**config.mk**
```make
export PLATFORM = sky130hd
export DESIGN_NAME = amct_track
export DESIGN_NICKNAME = d
export VERILOG_FILES = /design/src/sv/amct_pkg.sv /design/src/sv/amct_track.sv
export SDC_FILE = /design/constraint.sdc
export NUM_CORES = 1
export LEC_CHECK = 0
export BUFFER_PORTS_ARGS = -buffer_cell sky130_fd_sc_hd__buf_2
export CORE_MARGIN = 1.5
export CORE_UTILIZATION = 47
export DETAILED_ROUTE_END_ITERATION = 7
export PLACE_DENSITY = 0.7
export SYNTH_ARGS = -nofsm -noshare
export SYNTH_HDL_FRONTEND = slang
export SYNTH_SLANG_ARGS = --single-unit
```
**constraint.sdc**
```tcl
create_clock -name clock -period 9.2 [get_ports clock]
set_input_delay 1.84 -clock clock [delete_from_list [all_inputs] [get_ports clock]]
set_output_delay 1.84 -clock clock [all_outputs]
set_load 0.02 [all_outputs]
```
**src/sv/amct_pkg.sv**
```systemverilog
// Shared types and constants of the argmax class transition counter.
// Holds the action and result codes, field widths and the stage control struct.
// No dependencies.
package amct_pkg;

   localparam int ACT_W   = 2;
   localparam int PROB_W  = 16;
   localparam int COUNT_W = 32;

   localparam logic [ACT_W-1:0] ACT_ELEM  = 2'd0;
   localparam logic [ACT_W-1:0] ACT_READ  = 2'd1;
   localparam logic [ACT_W-1:0] ACT_CLEAR = 2'd2;

   localparam logic KIND_REPORT = 1'b0;
   localparam logic KIND_READ   = 1'b1;

   typedef struct packed {
      logic report;
      logic read;
      logic counted;
      logic rd_ok;
   } amct_op_type;

endpackage

```
**src/sv/amct_track.sv**
```systemverilog
// Running argmax, element index and previous class tracking for the first stage.
// Decodes the staged word into a count store address and the stage control struct.
// Depends on amct_pkg.
module amct_track import amct_pkg::*; #(
   parameter int MAX_CLASSES = 16,
   localparam int CLS_W = $clog2(MAX_CLASSES),
   localparam int NC_W  = $clog2(MAX_CLASSES + 1)
) (
   input  logic               clock,
   input  logic               reset,
   input  logic               step,
   input  logic               restart,
   input  logic [NC_W-1:0]    nc,
   input  logic [ACT_W-1:0]   action,
   input  logic [PROB_W-1:0]  prob,
   input  logic               last,
   input  logic [CLS_W-1:0]   row,
   input  logic [CLS_W-1:0]   col,
   output amct_op_type        op,
   output logic [2*CLS_W-1:0] addr,
   output logic [CLS_W-1:0]   winner
);

   logic [PROB_W-1:0] max_ff, max_in;
   logic [CLS_W-1:0]  argmax_ff;
   logic [NC_W-1:0]   idx_ff;
   logic [CLS_W-1:0]  prev_ff;
   logic              prev_valid_ff;
   logic              elem;
   logic              take;
   logic              better;

   assign elem   = (action == ACT_ELEM);
   assign take   = (idx_ff < nc);
   assign better = (idx_ff == '0) || (prob > max_ff);
   assign max_in = (take && better) ? prob : max_ff;
   assign winner = (take && better) ? idx_ff[CLS_W-1:0] : argmax_ff;

   always_comb begin
      op.report  = elem && last;
      op.read    = (action == ACT_READ);
      op.counted = elem && last && prev_valid_ff && (NC_W'(prev_ff) < nc)
                   && (NC_W'(winner) < nc);
      op.rd_ok   = (NC_W'(row) < nc) && (NC_W'(col) < nc);
      addr       = op.read ? {row, col} : {prev_ff, winner};
   end

   always_ff @(posedge clock) begin
      if (reset || restart) begin
         max_ff        <= '0;
         argmax_ff     <= '0;
         idx_ff        <= '0;
         prev_ff       <= '0;
         prev_valid_ff <= 1'b0;
      end else if (step) begin
         if (elem && last) begin
            max_ff        <= '0;
            argmax_ff     <= '0;
            idx_ff        <= '0;
            prev_ff       <= winner;
            prev_valid_ff <= 1'b1;
         end else if (elem) begin
            max_ff    <= max_in;
            argmax_ff <= winner;
            if (take) begin
               idx_ff <= idx_ff + NC_W'(1);
            end
         end else if (action == ACT_CLEAR) begin
            prev_ff       <= '0;
            prev_valid_ff <= 1'b0;
         end
      end
   end

   a_prev_in_range: assert property (@(posedge clock) disable iff (reset)
      prev_valid_ff |-> (NC_W'(prev_ff) < nc))
      else $error("previous class outside the classes in use");

endmodule

```
## After elaboration in Yosys (flattened, before gate mapping)

Index checks and enable logic that the tools add are counted.

- Register bits: 30
- Output and inout bits: 16
- Word-level logic and storage cells: 49

- $add $sub $neg: 1
- Order comparisons: 6
- Equality and inequality tests: 3
- Muxes and demuxes: 16
- Reductions and logical operators: 18

Operators with widths:

| operator | count |
|---|---|
| two-way mux 16 bit | 3 |
| two-way mux 4 bit | 6 |
| less-than comparator 4 x 5 -> 1 bit | 4 |
| greater-than comparator 16 bit | 1 |
| two-way mux 5 bit | 3 |
| AND reduction 3 bit | 3 |
| two-way mux 8 bit | 1 |
| nonzero test 2 bit | 4 |
| logical AND 1 bit | 6 |
| adder 5 x 1 -> 5 bit, second input constant | 1 |
| logical NOT 5 bit | 1 |
| less-than comparator 5 bit | 1 |
| two-way mux 1 bit | 3 |
| == test 2 x 1 -> 1 bit, second input constant | 1 |
| == test 2 bit, second input constant | 1 |
| logical NOT 2 bit | 1 |
| logical OR 1 bit | 2 |
| != test 2 bit, second input constant | 1 |
| AND reduction 2 bit | 1 |

## Logic depth before layout (Yosys ltp)

- Word-level depth: 6
- Mapped depth: 15

## Worst setup path after synthesis

OpenSTA, ideal clock, no wires.

- Path type: input to output
- From: in prob[15]
- To: out op[1] (netlist name)
- Data arrival time: 4,595 ps
- Data required time: 7,360 ps
- Setup slack: 2,765 ps
- Stages on the path: 12
- Path buffers: 0
- Cells stage by stage: ha_1 -> nand4_2 -> nor2_4 -> nand4_4 -> o211a_4 -> o21ai_0 -> nand2_1 -> ha_1 -> or3_1 -> a31oi_1 -> nand3b_1 -> o211ai_1

RTL lines:

| what | RTL line | RTL |
|---|---|---|
| from (decl) | amct_track.sv:15 | `input logic [PROB_W-1:0] prob,` |
| to (decl) | amct_track.sv:19 | `output amct_op_type op,` |

==> summary.txt <==
Clocking
  – TritonCTS sink count: 30
  – CTS root buf: sky130_fd_sc_hd__clkbuf_8
  – Clock tree from TritonCTS: built
  – Number of gates resized after CTS: 0
  – Clk_lat worst skew: 0.28 ns
  – Number of post-CTS setup repair buffers: 0
  – Total clock buffers created by CTS: 5
  – Longest Clk Path Bufs: 2
  – Clock transition at the registers of the reported paths: 0.07 ns
  – Hold buffers post-CTS: 0
  – H-tree Lvls: 2

Global route
  – First-pass GRT wire length: 9397 µm
  – Overflow left after global routing: 0
  – Number of global-route vias before repair: 2049
  – Global router's overall resource usage: 21.46%
  – Antenna violations before repair: 0
  – Largest net degree at the start of global routing: 21

Final layout
  – Number of fill cells: 518
  – Sequential standard cell area: 600.6 µm²
  – Area added between synthesis and finish: 15.09%
  – Share of final-layout standard cells stronger than drive strength 1: 21.43%
  – Diodes inserted: 0
  – Final core utilization: 55.84%
  – Multi-input gate area: 0.001690 mm²
  – Layout Nets: 419
  – Final std cell area, no fill: 0.002834 mm²

Timing
  – Final-layout setup total negative slack: 0 ns
  – Final setup violation count: 0
  – RSZ-0062 raised after global routing: false
  – Slew at the pin closest to its max-slew limit: 1.077 ns
  – Final critical path time including I/O delays and setup: 6.731 ns
  – Slew Viols, Final: 0
  – Worst Hold Margin: 0.4585 ns
  – Final period util: 73.16%
  – Final count of hold timing violations: 0
  – Final worst clock skew: 0.008444 ns
  – Maximum clock frequency: 148.6 MHz
  – Worst max-slew margin expressed relative to the limit: 27.94%
  – Final WS setup: 2.469 ns

Floorplan
  – Number of placement rows: 26
  – Core Region: 0.005075 mm²
  – Die height: 75.38 µm
  – Starting utilization of the core area: 48.52%
  – Top-Level Pins: 52
  – Die X: 75.38 µm
  – Die area: 0.005682 mm²

Route
  – Post-route DRC violation count: 0
  – Sum of routed wire length over all layers: 5731 µm
  – Routed Antenna Nets: 0
  – Average wire per cell in the routed design: 13.65 µm
  – Avg Vias per Cell: 5.500
  – Vias: 2310
  – Number of detailed-routing iterations run before antenna repair: 4
  – Starting DRT DRC Count: 171

Yosys
  – Most common cell in the synthesized netlist: sky130_fd_sc_hd__nand2_1
  – Register bit count reported by yosys: 30
  – Part of the Yosys area used for sequential elements: 24.39%
  – Fraction of registers with async set/reset: 0%
  – Synthesized area per cell: 8.181 µm²
  – Syn Std Cell Area: 0.002462 mm²
  – EDFF count, synth: 0
  – Yosys warning count: 0
  – Synth top cells by count: 58 x sky130_fd_sc_hd__nand2_1, 34 x sky130_fd_sc_hd__ha_1, 30 x sky130_fd_sc_hd__dfxtp_1, 28 x sky130_fd_sc_hd__inv_1, 18 x sky130_fd_sc_hd__a21oi_1
  – Predominant post-synthesis flop cell: sky130_fd_sc_hd__dfxtp_1
  – Area leader, netlist: sky130_fd_sc_hd__dfxtp_1
  – Unique masters post-synth: 50
  – Synth top area cells: sky130_fd_sc_hd__dfxtp_1 24%, sky130_fd_sc_hd__ha_1 17%, sky130_fd_sc_hd__nand2_1 8.8%
  – Proportion of netlist area held by the largest area contributor: 24.39%
  – Synth Net Count: 371
  – Gate count of the mapped netlist: 301

Setup path
  – Critical Path Fanout Max: 10
  – Flop2flop setup slack: 6.43 ns
  – Data arrival time of the worst path: 4.89 ns
  – Type of element capturing the critical path: primary output
  – Cell-by-cell trace of the critical path: buf_2, inv_1, ha_1, a21oi_1, o21ai_1, a31oi_4, and2_1, nand3_1, nand2_1, ha_1, a21oi_1, o311ai_0, a31oi_1, nand3b_1, o211ai_1, buf_2
  – Crit-path max cell delay: 0.44 ns
  – Slowest stage cell on the critical path: sky130_fd_sc_hd__and2_1
  – Startpoint types: primary input
  – Cell depth of the worst flop-to-flop path: 7
  – Critical path required time: 7.36 ns
  – CP Class: in -> out

Hold path
  – Worst Hold Depth: 2
  – Worst Hold Class: reg -> reg

Placement
  – Worst slack at placement: 2.518 ns
  – Cell area after placement: 0.002739 mm²
  – Port bufs: 51
  – Weighted congestion at the end of routability-driven global placement: 0.9054
  – DP HPWL: 4513 µm

Flow run
  – Max-cap violation count: 0

Power and ir drop
  – VDD IR-drop max: 0.00007118 V
  – Pwr dens: 105.0 mW/mm²
  – Leakage: 1.216 nW

Run status
  – Outcome: finished clean
==> power by group <==
group / switching [mW] / leakage (nW) / internal (mW)
logic: 0.0344 / 0.927 / 0.0214
registers: 0.000662 / 0.242 / 0.131
clock network: 0.0502 / 0.0472 / 0.0600
total: 0.0853 / 1.22 / 0.212
==> registers in the layout, indices dropped and copies added, names as in the netlist <==
register	cells
argmax_ff	4
idx_ff	5
max_ff	16
prev_valid_ff	1
prev_ff	4
==> cells by family (layout without fill, tap and decap cells) <==
logic type	count (synthesis)	count (layout)	synth area share [%]
XOR/XNOR	3	3	1.067
AND/OR/NAND/NOR	122	122	26.68
buffers and inverters	38	87	6.962
multiplexers	12	12	4.878
adder cells (fa/ha/maj)	34	34	17.28
AO/OA/AOI/OAI	62	62	18.75
flip-flops	30	30	24.39
==> worst max-delay path: cells and delay by family <==
kind	cells	cell delay (ns)
adder cells (fa/ha/maj)	2	0.51
buffers and inverters	3	0.44
AND/OR/NAND/NOR	4	0.86
AO/OA/AOI/OAI	7	1.26
==> stage by stage <==
step                cells  power [mW]
finish                420      0.2976
global route          420      0.3142
CTS                   420      0.3023
detailed placement    412      0.1903
global placement      412      0.1894
floorplan             301      0.1710
==> routing by layer <==
layer,vias up,track usage [%],routed length [µm]
li1,1167,-,-
met1,1075,29.53,2726
met2,63,34.89,2642
met3,5,4.233,309
met4,0,4.762,53
met5,-,0,0
==> final cells by class <==
cell class | instances | share of cell area (%)
clock buffers | 6 | 2.914
clock inverters | 2 | 0.4415
inverters | 28 | 3.709
multi-input cells | 233 | 59.65
flip-flops and latches | 30 | 21.19
well taps | 70 | 3.091
repair buffers | 51 | 9.007
==> path summary, 6_finish.rpt <==
kind	endpoint	from
worst max register to register	max_ff[0]	idx_ff[2]
worst max-delay path	op[1]	nc[2]
worst min register to register	max_ff[3]	max_ff[3]
worst min-delay path	max_ff[3]	max_ff[3]
==> cell usage in the layout, fill, tap and decap left out, types with 7 or more instances in the layout <==
cell	netlist	layout
sky130_fd_sc_hd__nand2_1	58	58
sky130_fd_sc_hd__buf_2	0	51
sky130_fd_sc_hd__ha_1	34	34
sky130_fd_sc_hd__dfxtp_1	30	30
sky130_fd_sc_hd__inv_1	28	28
sky130_fd_sc_hd__a21oi_1	18	18
sky130_fd_sc_hd__nor2_1	14	14
sky130_fd_sc_hd__o21ai_0	12	12
sky130_fd_sc_hd__mux2i_1	12	12
sky130_fd_sc_hd__nand3_1	8	8
sky130_fd_sc_hd__a32o_1	8	8
sky130_fd_sc_hd__nor3b_1	7	7
No activity file was read; power rests on OpenSTA's default activity.
